<file path="src/rtl/jac_pkg.sv">
// ============================================================================
// jac_pkg
// Shared widths, register map and constants of the joystick axis conditioner.
// ============================================================================
`default_nettype none

package jac_pkg;

    // field widths
    localparam int RAW_W    = 17;
    localparam int SLOT_W   = 2;
    localparam int SRC_W    = 3;
    localparam int DZ_W     = 15;
    localparam int MASK_W   = 4;
    localparam int OUT_W    = 18;
    localparam int NUM_AXES = 8;

    // half of the raw span, and the log2 of the full span, for the throttle mapping
    localparam int HALF_SPAN = 32768;
    localparam int SPAN_LOG2 = 16;

    // logical slot codes
    localparam logic [SLOT_W-1:0] SLOT_YAW      = 2'd0;
    localparam logic [SLOT_W-1:0] SLOT_PITCH    = 2'd1;
    localparam logic [SLOT_W-1:0] SLOT_ROLL     = 2'd2;
    localparam logic [SLOT_W-1:0] SLOT_THROTTLE = 2'd3;

    // register indexes (byte address is four times the index)
    localparam logic [2:0] REG_DEAD_ZONE       = 3'd0;
    localparam logic [2:0] REG_YAW_SOURCE      = 3'd1;
    localparam logic [2:0] REG_PITCH_SOURCE    = 3'd2;
    localparam logic [2:0] REG_ROLL_SOURCE     = 3'd3;
    localparam logic [2:0] REG_THROTTLE_SOURCE = 3'd4;
    localparam logic [2:0] REG_INVERT_MASK     = 3'd5;

    // register reset values
    localparam logic [DZ_W-1:0]   DEAD_ZONE_RST       = 15'd100;
    localparam logic [SRC_W-1:0]  YAW_SOURCE_RST      = 3'd0;
    localparam logic [SRC_W-1:0]  PITCH_SOURCE_RST    = 3'd1;
    localparam logic [SRC_W-1:0]  ROLL_SOURCE_RST     = 3'd5;
    localparam logic [SRC_W-1:0]  THROTTLE_SOURCE_RST = 3'd6;
    localparam logic [MASK_W-1:0] INVERT_MASK_RST     = 4'd0;

endpackage

`default_nettype wire

</file>
<file path="src/rtl/joystick_axis_conditioner_core.sv">
// ============================================================================
// joystick_axis_conditioner_core
// Dead zone, quadratic response and throttle mapping of one selected axis.
// ============================================================================
//
//  channel   dir   handshake          content
//  -------   ---   ---------          -------
//  s_*       in    tvalid / tready    eight raw axes, logical slot in tuser
//  m_*       out   tvalid / tready    conditioned axis value, Q format
//  apb       in    psel / penable     register writes and reads, pready high
//
//  One item a cycle sustained while the output is not stalled; the division
//  pipeline retires one quotient bit per stage.
//  Reset clears all valid bits and loads the register defaults.
//  Each stage holds its item while the next one is full and stalled, so
//  bubbles close up and a stall on the output loses and repeats nothing.
//
`default_nettype none

module joystick_axis_conditioner_core #(
    parameter int FRACTION_BITS = 16
) (
    input  wire logic         clk,
    input  wire logic         rst_n,

    // raw snapshot; tdata from bit 0 up: raw_x, raw_y, raw_z, raw_rx,
    // raw_ry, raw_rz, raw_slider0, raw_slider1 (17 bits each)
    input  wire logic         s_tvalid,
    output logic              s_tready,
    input  wire logic [135:0] s_tdata,
    // tuser: axis_slot (2 bits)
    input  wire logic [1:0]   s_tuser,

    // tdata from bit 0 up: axis_value (18 bits signed), zero padding
    output logic              m_tvalid,
    input  wire logic         m_tready,
    output logic [23:0]       m_tdata,

    // configuration
    input  wire logic         psel,
    input  wire logic         penable,
    input  wire logic         pwrite,
    input  wire logic [4:0]   paddr,
    input  wire logic [31:0]  pwdata,
    output logic [31:0]       prdata,
    output logic              pready
);

    localparam int FB = FRACTION_BITS;
    localparam int RW = jac_pkg::RAW_W;
    localparam int OW = jac_pkg::OUT_W;
    localparam int VW = (FB + 2 > OW) ? FB + 2 : OW;

    // ------------------------------------------------------------------
    // configuration registers
    // ------------------------------------------------------------------
    logic [jac_pkg::DZ_W-1:0]   dead_zone_reg;
    logic [jac_pkg::SRC_W-1:0]  yaw_source_reg;
    logic [jac_pkg::SRC_W-1:0]  pitch_source_reg;
    logic [jac_pkg::SRC_W-1:0]  roll_source_reg;
    logic [jac_pkg::SRC_W-1:0]  throttle_source_reg;
    logic [jac_pkg::MASK_W-1:0] invert_mask_reg;
    logic                       cfg_wr;

    assign pready = 1'b1;
    assign cfg_wr = psel && penable && pwrite;

    // register write
    always_ff @(posedge clk or negedge rst_n)
    begin
        if (!rst_n)
        begin
            dead_zone_reg       <= jac_pkg::DEAD_ZONE_RST;
            yaw_source_reg      <= jac_pkg::YAW_SOURCE_RST;
            pitch_source_reg    <= jac_pkg::PITCH_SOURCE_RST;
            roll_source_reg     <= jac_pkg::ROLL_SOURCE_RST;
            throttle_source_reg <= jac_pkg::THROTTLE_SOURCE_RST;
            invert_mask_reg     <= jac_pkg::INVERT_MASK_RST;
        end
        else if (cfg_wr)
        begin
            unique case (paddr[4:2])
                jac_pkg::REG_DEAD_ZONE:       dead_zone_reg       <= pwdata[14:0];
                jac_pkg::REG_YAW_SOURCE:      yaw_source_reg      <= pwdata[2:0];
                jac_pkg::REG_PITCH_SOURCE:    pitch_source_reg    <= pwdata[2:0];
                jac_pkg::REG_ROLL_SOURCE:     roll_source_reg     <= pwdata[2:0];
                jac_pkg::REG_THROTTLE_SOURCE: throttle_source_reg <= pwdata[2:0];
                jac_pkg::REG_INVERT_MASK:     invert_mask_reg     <= pwdata[3:0];
                default:                      ;
            endcase
        end
    end

    // register read
    always_comb
    begin
        unique case (paddr[4:2])
            jac_pkg::REG_DEAD_ZONE:       prdata = {17'd0, dead_zone_reg};
            jac_pkg::REG_YAW_SOURCE:      prdata = {29'd0, yaw_source_reg};
            jac_pkg::REG_PITCH_SOURCE:    prdata = {29'd0, pitch_source_reg};
            jac_pkg::REG_ROLL_SOURCE:     prdata = {29'd0, roll_source_reg};
            jac_pkg::REG_THROTTLE_SOURCE: prdata = {29'd0, throttle_source_reg};
            jac_pkg::REG_INVERT_MASK:     prdata = {28'd0, invert_mask_reg};
            default:                      prdata = 32'd0;
        endcase
    end

    // squared divisor, (32768 - dead zone)^2, follows the dead zone register
    logic [15:0] span_w;
    logic [30:0] div_sq_reg;
    logic [30:0] div_sq_next;
    logic [31:0] div_prod_w;

    assign span_w      = 16'(17'(jac_pkg::HALF_SPAN) - {2'b00, dead_zone_reg});
    assign div_prod_w  = span_w * span_w;
    assign div_sq_next = div_prod_w[30:0];

    always_ff @(posedge clk)
    begin
        div_sq_reg <= div_sq_next;
    end

    // ------------------------------------------------------------------
    // ready chain: a stage takes a new item when empty or moving on
    // ------------------------------------------------------------------
    logic v1_reg;
    logic v2_reg;
    logic v3_reg;
    logic out_valid_reg;
    logic rdy1;
    logic rdy2;
    logic rdy3;
    logic rdy_out;
    logic dready [0:FB+1];
    logic in_xfer;

    assign rdy_out       = !out_valid_reg || m_tready;
    assign dready[FB+1]  = rdy_out;
    assign rdy3          = !v3_reg || dready[0];
    assign rdy2          = !v2_reg || rdy3;
    assign rdy1          = !v1_reg || rdy2;
    assign s_tready      = rdy1;
    assign in_xfer       = s_tvalid && rdy1;

    // ------------------------------------------------------------------
    // stage 1: source select and saturation
    // ------------------------------------------------------------------
    logic [jac_pkg::SRC_W-1:0] src_w;
    logic signed [RW-1:0]      raw_w;
    logic signed [RW-1:0]      sat_next;
    logic signed [RW-1:0]      sat_reg;
    logic                      thr1_reg;
    logic                      inv1_reg;

    always_comb
    begin
        unique case (s_tuser)
            jac_pkg::SLOT_YAW:      src_w = yaw_source_reg;
            jac_pkg::SLOT_PITCH:    src_w = pitch_source_reg;
            jac_pkg::SLOT_ROLL:     src_w = roll_source_reg;
            jac_pkg::SLOT_THROTTLE: src_w = throttle_source_reg;
            default:                src_w = yaw_source_reg;
        endcase
        raw_w = s_tdata[src_w * RW +: RW];
        if (raw_w < -17'sd32768)
            sat_next = -17'sd32768;
        else if (raw_w > 17'sd32768)
            sat_next = 17'sd32768;
        else
            sat_next = raw_w;
    end

    always_ff @(posedge clk or negedge rst_n)
    begin
        if (!rst_n)
            v1_reg <= 1'b0;
        else if (rdy1)
            v1_reg <= s_tvalid;
    end

    always_ff @(posedge clk)
    begin
        if (in_xfer)
        begin
            sat_reg  <= sat_next;
            thr1_reg <= (s_tuser == jac_pkg::SLOT_THROTTLE);
            inv1_reg <= invert_mask_reg[s_tuser];
        end
    end

    // ------------------------------------------------------------------
    // stage 2: magnitude, dead zone removal, throttle offset
    // ------------------------------------------------------------------
    logic        neg_w;
    logic [15:0] mag_w;
    logic [15:0] m_next;
    logic [16:0] u_next;
    logic [17:0] u_sum_w;
    logic [15:0] m2_reg;
    logic [16:0] u2_reg;
    logic        thr2_reg;
    logic        flip2_reg;

    always_comb
    begin
        neg_w = sat_reg[RW-1];
        mag_w = neg_w ? 16'(-sat_reg) : 16'(sat_reg);
        if (mag_w > {1'b0, dead_zone_reg})
            m_next = mag_w - {1'b0, dead_zone_reg};
        else
            m_next = 16'd0;
        if (inv1_reg)
            u_sum_w = 18'(jac_pkg::HALF_SPAN) - 18'(sat_reg);
        else
            u_sum_w = 18'(sat_reg) + 18'(jac_pkg::HALF_SPAN);
        u_next = u_sum_w[16:0];
    end

    always_ff @(posedge clk or negedge rst_n)
    begin
        if (!rst_n)
            v2_reg <= 1'b0;
        else if (rdy2)
            v2_reg <= v1_reg;
    end

    always_ff @(posedge clk)
    begin
        if (rdy2 && v1_reg)
        begin
            m2_reg    <= m_next;
            u2_reg    <= u_next;
            thr2_reg  <= thr1_reg;
            flip2_reg <= neg_w ^ inv1_reg;
        end
    end

    // ------------------------------------------------------------------
    // stage 3: square of the remaining magnitude
    // ------------------------------------------------------------------
    logic [31:0] sq_prod_w;
    logic [30:0] sq3_reg;
    logic [16:0] u3_reg;
    logic        thr3_reg;
    logic        flip3_reg;

    assign sq_prod_w = m2_reg * m2_reg;

    always_ff @(posedge clk or negedge rst_n)
    begin
        if (!rst_n)
            v3_reg <= 1'b0;
        else if (rdy3)
            v3_reg <= v2_reg;
    end

    always_ff @(posedge clk)
    begin
        if (rdy3 && v2_reg)
        begin
            sq3_reg   <= sq_prod_w[30:0];
            u3_reg    <= u2_reg;
            thr3_reg  <= thr2_reg;
            flip3_reg <= flip2_reg;
        end
    end

    // ------------------------------------------------------------------
    // division pipeline: one quotient bit per stage, most significant first
    // ------------------------------------------------------------------
    logic        dv_reg   [0:FB];
    logic [30:0] rem_reg  [0:FB];
    logic [FB:0] q_reg    [0:FB];
    logic [16:0] du_reg   [0:FB];
    logic        dthr_reg [0:FB];
    logic        dflip_reg[0:FB];

    genvar k;
    generate
        for (k = 0; k <= FB; k++)
        begin : g_div
            logic        src_valid;
            logic [31:0] src_t;
            logic [FB:0] src_q;
            logic [16:0] src_u;
            logic        src_thr;
            logic        src_flip;
            logic        bit_w;
            logic [30:0] rem_next;
            logic [FB:0] q_next;

            if (k == 0)
            begin : g_head
                // first bit: the square against the squared divisor
                assign src_valid = v3_reg;
                assign src_t     = {1'b0, sq3_reg};
                assign src_q     = '0;
                assign src_u     = u3_reg;
                assign src_thr   = thr3_reg;
                assign src_flip  = flip3_reg;
            end
            else
            begin : g_body
                // later bits: doubled remainder
                assign src_valid = dv_reg[k-1];
                assign src_t     = {rem_reg[k-1], 1'b0};
                assign src_q     = q_reg[k-1];
                assign src_u     = du_reg[k-1];
                assign src_thr   = dthr_reg[k-1];
                assign src_flip  = dflip_reg[k-1];
            end

            assign bit_w    = src_t >= {1'b0, div_sq_reg};
            assign rem_next = bit_w ? 31'(src_t - {1'b0, div_sq_reg}) : src_t[30:0];
            assign q_next   = {src_q[FB-1:0], bit_w};

            assign dready[k] = !dv_reg[k] || dready[k+1];

            always_ff @(posedge clk or negedge rst_n)
            begin
                if (!rst_n)
                    dv_reg[k] <= 1'b0;
                else if (dready[k])
                    dv_reg[k] <= src_valid;
            end

            always_ff @(posedge clk)
            begin
                if (dready[k] && src_valid)
                begin
                    rem_reg[k]   <= rem_next;
                    q_reg[k]     <= q_next;
                    du_reg[k]    <= src_u;
                    dthr_reg[k]  <= src_thr;
                    dflip_reg[k] <= src_flip;
                end
            end
        end
    endgenerate

    // ------------------------------------------------------------------
    // output stage: sign, throttle scaling, output register
    // ------------------------------------------------------------------
    logic [RW+FB-1:0]     thr_full_w;
    logic [RW+FB-1:0]     thr_scaled_w;
    logic signed [VW-1:0] mag_ext_w;
    logic signed [VW-1:0] value_w;
    logic [OW-1:0]        value_next;
    logic [OW-1:0]        value_reg;

    always_comb
    begin
        thr_full_w   = {du_reg[FB], {FB{1'b0}}};
        thr_scaled_w = thr_full_w >> jac_pkg::SPAN_LOG2;
        if (dthr_reg[FB])
        begin
            mag_ext_w = {{(VW-FB-1){1'b0}}, thr_scaled_w[FB:0]};
            value_w   = mag_ext_w;
        end
        else
        begin
            mag_ext_w = {{(VW-FB-1){1'b0}}, q_reg[FB]};
            value_w   = dflip_reg[FB] ? -mag_ext_w : mag_ext_w;
        end
        value_next = value_w[OW-1:0];
    end

    always_ff @(posedge clk or negedge rst_n)
    begin
        if (!rst_n)
            out_valid_reg <= 1'b0;
        else if (rdy_out)
            out_valid_reg <= dv_reg[FB];
    end

    always_ff @(posedge clk)
    begin
        if (rdy_out && dv_reg[FB])
            value_reg <= value_next;
    end

    assign m_tvalid = out_valid_reg;
    assign m_tdata  = {6'd0, value_reg};

endmodule

`default_nettype wire
</file>
<file path="config.mk">
export PLATFORM = sky130hd
export DESIGN_NAME = joystick_axis_conditioner_core
export DESIGN_NICKNAME = d
export VERILOG_FILES = /design/src/rtl/jac_pkg.sv /design/src/rtl/joystick_axis_conditioner_core.sv
export SDC_FILE = /design/constraint.sdc
export NUM_CORES = 2
export LEC_CHECK = 0
export BUFFER_PORTS_ARGS = -buffer_cell sky130_fd_sc_hd__clkbuf_2
export CAP_MARGIN = 5
export CORE_UTILIZATION = 23
export CTS_BUF_LIST = sky130_fd_sc_hd__clkbuf_4 sky130_fd_sc_hd__clkbuf_8
export CTS_CLUSTER_SIZE = 30
export DETAILED_ROUTE_END_ITERATION = 8
export MAX_ROUTING_LAYER = met4
export PLACE_DENSITY = 0.38
export SETUP_SLACK_MARGIN = 0.1
export SLEW_MARGIN = 20
export SYNTH_ARGS = -nofsm -noshare
export SYNTH_HDL_FRONTEND = slang
export SYNTH_SLANG_ARGS = --single-unit
</file>
<file path="constraint.sdc">
create_clock -name clk -period 11.2 [get_ports clk]
set_input_delay 1.68 -clock clk [delete_from_list [all_inputs] [get_ports clk]]
set_output_delay 1.68 -clock clk [all_outputs]
set_load 0.02 [all_outputs]
</file>
### Word-level counts from Yosys, hierarchy flattened

Memories as Yosys holds them, arrays and structs flattened.
Cells that the tools add are included.

* bits of input ports: 182
* logic and storage cells: 240
* memories: 5
* bits in writable memories: 1139
* flip-flop bits (word level): 205

* multipliers: 3
* mux-type cells: 60
* equal/unequal tests: 8
* reductions and logical operators: 75
* $add $sub $neg: 23
* magnitude comparators: 21
* bitwise gates (word level): 2
* shifts and indexed selects: 1

Memory list
* rem_reg: words 17, width 31, read ports 16, clocked after Yosys merged registers in 0, wr ports 17, line joystick_axis_conditioner_core.sv:272 `logic [30:0] rem_reg [0:FB];`
* du_reg: words 17, width 17, read ports 17, clocked after Yosys merged registers in 0, wr ports 17, line joystick_axis_conditioner_core.sv:274 `logic [16:0] du_reg [0:FB];`
* q_reg: words 17, width 17, read ports 17, clocked after Yosys merged registers in 0, wr ports 17, line joystick_axis_conditioner_core.sv:273 `logic [FB:0] q_reg [0:FB];`
* dflip_reg: words 17, width 1, read ports 17, clocked after Yosys merged registers in 0, wr ports 17, line joystick_axis_conditioner_core.sv:276 `logic dflip_reg[0:FB];`
* dthr_reg: words 17, width 1, read ports 17, clocked after Yosys merged registers in 0, wr ports 17, line joystick_axis_conditioner_core.sv:275 `logic dthr_reg [0:FB];`

Operators by type and width (number)
* 31-bit 2-to-1 mux: 17
* 31-bit subtractor: 17
* 32-bit by 31-bit >= comparator with 1-bit output: 16
* 136-bit by 9-bit indexed part select with 17-bit output: 1
* 15-bit one-hot mux with 6 select lines: 1
* 17-bit 2-to-1 mux: 4
* 16-bit by 16-bit multiplier with 31-bit output: 2
* 1-bit 2-to-1 mux: 35
* 31-bit >= comparator: 1
* 1-bit logical AND: 23
* 1-bit zero test: 21
* 1-bit logical OR: 21
* 17-bit negation with 18-bit output: 1
* 17-bit adder (second input constant): 1
* 17-bit greater-than comparator (second input constant): 1
* 17-bit by 16-bit < comparator with 1-bit output (second input constant): 1
* 17-bit subtractor (first input constant): 1
* 16-bit by 15-bit greater-than comparator with 1-bit output: 1
* 16-bit 2-to-1 mux: 1
* 16-bit negation: 1
* 16-bit by 15-bit subtractor with 16-bit output: 1
* 16-bit by 15-bit subtractor with 16-bit output (first input constant): 1
* 3-bit one-hot mux with 4 select lines: 1
* 2-bit AND reduction: 6
* 13 further kinds: 17

### Depth between registers and ports, before layout

* depth in word-level cells: 23
* mapped depth: 31

### Least setup slack after synthesis

No wires, ideal clock.

* path kind: flip-flop to flip-flop
* from: reg dead_zone_reg[0] (netlist bit)
* to: reg div_sq_reg[30]
* setup time: 0.072 ns
* required time: 11.128 ns
* clock period less this slack: 7.771 ns
* path slack: 3.429 ns
* arrival time: 7.699 ns
* cell stages (with the launch flop): 31
* cells stage by stage: dfrtp_1 inv_1 buf_1 ha_1 and3_1 nand4_1 xnor2_1 and2_1 inv_1 fa_1 fa_1 inv_1 fa_1 inv_1 fa_1 inv_1 fa_1 inv_1 fa_1 inv_1 ha_1 and3_1 a22oi_1 o211ai_1 a41o_1 o21ai_0 o22a_1 a311oi_1 a21o_1 a21oi_1 xnor2_1

* cells in the longest elaborated chain, start to end: 2

Ends and longest elaborated chain
* start: declaration: line joystick_axis_conditioner_core.sv:57 `logic [jac_pkg::DZ_W-1:0] dead_zone_reg;`
* start signal: assignment: line joystick_axis_conditioner_core.sv:73 `dead_zone_reg <= jac_pkg::DEAD_ZONE_RST;`
* start signal: assignment: line joystick_axis_conditioner_core.sv:83 `jac_pkg::REG_DEAD_ZONE: dead_zone_reg <= pwdata[14:0];`
* 16-bit by 15-bit subtractor with 16-bit output: line joystick_axis_conditioner_core.sv:114 `assign span_w = 16'(17'(jac_pkg::HALF_SPAN) - {2'b00, dead_zone_reg});`
* 16-bit by 16-bit multiplier with 31-bit output: line joystick_axis_conditioner_core.sv:115 `assign div_prod_w = span_w * span_w;`
* via div_prod_w[30]: line joystick_axis_conditioner_core.sv:112 `logic [31:0] div_prod_w;`
* end signal: assignment: line joystick_axis_conditioner_core.sv:120 `div_sq_reg <= div_sq_next;`
* end: declaration: line joystick_axis_conditioner_core.sv:110 `logic [30:0] div_sq_reg;`

The timed path passes the listed nets, and every way through them passes these cells.
A chain may end at the register's enable or synchronous reset.

### Worst setup path in the final report

Same ends and word-level chain as after synthesis.

==> summary.md <==
| Metric | Value |
|---|---|
| DR iter-0 viols | 3,131 |
| Setup crit start kind | flip-flop |
| GRT overflow | 0 |
| Fin. Hold Viols | 0 |
| Status | finished, final reports clean |
| Final Instance Area | 93,420 um^2 |
| Filler instances | 37,255 |
| Ys async rst share | 0.04426 |
| Ratio of cells with drive above 1 in the final layout | 0.1191 |
| Initial core utilization | 0.2319 |
| Postcts setup bufs | 0 |
| Clock transition at path regs | 0.06 ns |
| First-pass GRT wire length | 356.1 mm |
| Largest net degree at the start of global routing | 63 |
| Element type at the critical path end | flip-flop |
| Fin nets | 9,113 |
| Min-Delay Path Class | reg2reg |
| CTS tree | done |
| Worst setup margin | 2.037 ns |
| Period utilisation layout | 0.8181 |
| FF+latch area | 34,730 um^2 |
| Final setup viols | 0 |
| DRC errors left | 0 |
| Worst-Skew Late Latency | 1.02 ns |
| # IOs | 241 |
| Antenna Nets Post-Route | 0 |
| TNS Setup | 0 ns |
| Synthesized cell area | 82,040 um^2 |
| Num rows | 218 |
| Slowest CP cell | o21ai_0 |
| Clk_skew | 0.1832 ns |
| Slew margin rel. | 0.2775 |
| Worst slew pin tran | 1.076 ns |
| Root buffer cell | clkbuf_8 |
| Post-Syn Instances | 7,499 |
| Post-Syn Area per Cell | 10.94 um^2 |
| Synthesis Warnings | 0 |
| Post-DP HPWL | 179.3 mm |
| Max-slew violation count | 0 |
| Max-Cap Viols | 0 |
| Routed wire length per instance | 18.54 um |
| RSZ-0062 raised after global routing | false |
| Routability cong. | 0.8283 |
| CTS Buffer Depth | 4 |
| Synth-to-layout area growth | 13.88% |
| CP top delay family | adder cells |
| Number of global-route vias before repair | 58,349 |
| DRT Wirelength | 236.6 mm |
| Worst Path Buf+Inv | 7 |
| Register area share after synthesis | 0.4234 |
| Met3 GRT Util | 0.01825 |
| Initial antenna violation count | 27 |
| Max reg flops | 496 |
| GR Util met2 | 0.2223 |
| Num CTS Buffers | 218 |
| Vias/cell | 4.445 |
| Met1 usage | 0.1688 |
| Gr usage total | 0.1329 |
| CTS H-Tree Depth | 4 |
| Post-layout min period | 9.163 ns |
| Drt pass-1 iters | 5 |
| Worst endpoint required time | 11.97 ns |
| Post-CTS Hold Buffers | 0 |
| Layer with the highest usage | met2 |
| PortBufs | 197 |
| Place WS | 2.016 ns |
| Die height | 599.2 um |
| Max stage delay on crit path | 0.56 ns |
| Crit path max fanout | 15 |
| Top FF cell, synth | edfxtp_1 |
| Die W | 599.2 um |
| Distinct cells, synth | 97 |
| Number of gates resized after CTS | 0 |
| CORE AREA | 353,800 um^2 |
| DR vias | 56,714 |
| Fmax | 109.1 MHz |
| Clock sinks | 1,175 |
| #FFs+latches synth | 1,175 |
| Die area | 359,100 um^2 |
| Post-synth EDFFs | 1,093 |
| Multi-input logic area | 44,360 um^2 |
| CP arrival | 9.93 ns |
| Crit Path Class | reg2reg |
| Placed inst area | 89,160 um^2 |
path summary, 6_finish.rpt:
check / start / endpoint / slack [ns] / cells after the start
worst max register to register: dead_zone_reg[0] / div_sq_reg[30] / 2.04 / 29
worst max-delay path: dead_zone_reg[0] / div_sq_reg[30] / 2.04 / 29
worst min register to register: du_reg[0][48] / du_reg[0][65] / 0.30 / 0
worst min-delay path: du_reg[0][48] / du_reg[0][65] / 0.30 / 0
min in group asynchronous: rst_n / g_div[2].src_valid / 0.80 / 1
max in group asynchronous: rst_n / dead_zone_reg[10] / 9.72 / 1
layer usage:
layer  vias to the layer above  wire length (um)
met2                      1108            112700
met1                     27401            108300
met3                       345              9529
met4                         0              6033
li1                      27860                 -
met5                         -                 0
cell type report:
cell class / instances / share of cell area
Timing Repair Buffer: 297 / 0.01862
Sequential cell: 1175 / 0.3718
Tap cell: 4730 / 0.06335
Clock buffer: 287 / 0.03846
Inverter: 644 / 0.02587
Multi-Input combinational cell: 5529 / 0.4748
Antenna cell: 3 / 0.00008036
Clock inverter: 95 / 0.007004
worst reg2reg max path, delay by kind of cell, from the launching register on:
family	cells	cell delay, ns
xor+xnor	2	0.62
compound gates	8	2.15
buf+inv	7	1.27
simple gates	4	0.87
flops	1	0.55
fa+ha+maj	8	3.59
cell families after synthesis:
| family | Yosys count | synth area share |
|---|---|---|
| compound gates | 1780 | 0.1374 |
| buf+inv | 828 | 0.04016 |
| flops | 1175 | 0.4234 |
| xor+xnor | 539 | 0.05754 |
| simple gates | 1847 | 0.1069 |
| mux | 262 | 0.04158 |
| other cells | 2 | 0.00009154 |
| fa+ha+maj | 1066 | 0.1929 |
cells in the final DEF (no fill, tap or decap), types with 44 or more instances in the layout:
cell | netlist | routed
edfxtp_1 | 1093 | 1093
ha_1 | 735 | 735
nand2_1 | 668 | 668
inv_1 | 639 | 637
o21ai_0 | 474 | 474
a21oi_1 | 474 | 471
nor2_1 | 405 | 404
fa_1 | 331 | 331
xnor2_1 | 328 | 327
a21o_1 | 262 | 262
clkbuf_8 | 0 | 230
xor2_1 | 211 | 211
clkbuf_2 | 0 | 196
mux2_2 | 193 | 193
and2_1 | 120 | 110
nand3_1 | 103 | 103
buf_4 | 29 | 101
nand2b_1 | 99 | 99
nor3_1 | 86 | 84
o21a_1 | 78 | 78
o21bai_1 | 71 | 71
nor2b_1 | 76 | 70
nand4_1 | 69 | 69
clkinv_1 | 5 | 64
and3_1 | 61 | 61
clkbuf_4 | 0 | 57
o31ai_1 | 48 | 48
a31oi_1 | 46 | 45
a211oi_1 | 44 | 44
dfrtp_1 | 44 | 44
synth_stat cells (17+ instances only):
cell type  count  share of area
nand2_1      668          0.031
and2_1       120         0.0092
o211ai_1      28         0.0026
and4_1        20         0.0021
xnor2_1      328          0.035
or3_1         39         0.0030
nand2b_1      99         0.0075
ha_1         735           0.11
nand3_1      103         0.0063
nand4_1       69         0.0053
mux2_2       193          0.026
nor2b_1       76         0.0058
nor2_1       405          0.019
mux4_2        25         0.0069
a21oi_1      474          0.029
o31a_1        25         0.0027
a21o_1       262          0.024
fa_1         331          0.081
and3_1        61         0.0047
a31oi_1       46         0.0035
a2111oi_0     17         0.0018
dfxtp_1       30         0.0073
buf_4         29         0.0027
xor2_1       211          0.023
o21ai_0      474          0.029
o21bai_1      71         0.0065
a211o_1       20         0.0021
buf_2         32         0.0020
mux2i_1       28         0.0034
clkbuf_1     107         0.0049
nor4_1        21         0.0016
nor3_1        86         0.0052
a21boi_0      19         0.0017
a31o_2        23         0.0025
or2_2         36         0.0027
dfrtp_1       44          0.013
o31ai_1       48         0.0044
a211oi_1      44         0.0040
inv_1        639          0.029
o21a_1        78         0.0071
edfxtp_1    1093           0.40
through the flow:
| stage | hold slack (ns) | utilization | cells |
|---|---|---|---|
| finish | 0.2987 | 0.2641 | 12760 |
| global route | 0.2983 | 0.2641 | 12759 |
| CTS | 0.2980 | 0.2640 | 12757 |
| detailed placement | 0.4045 | 0.2520 | 12375 |
| global placement | 0.4010 | 0.2520 | 12375 |
| floorplan | 0.4003 | - | 7532 |
Power is not shown: default switching activity piles up to over one toggle a cycle in this logic, so the estimate is an artifact.
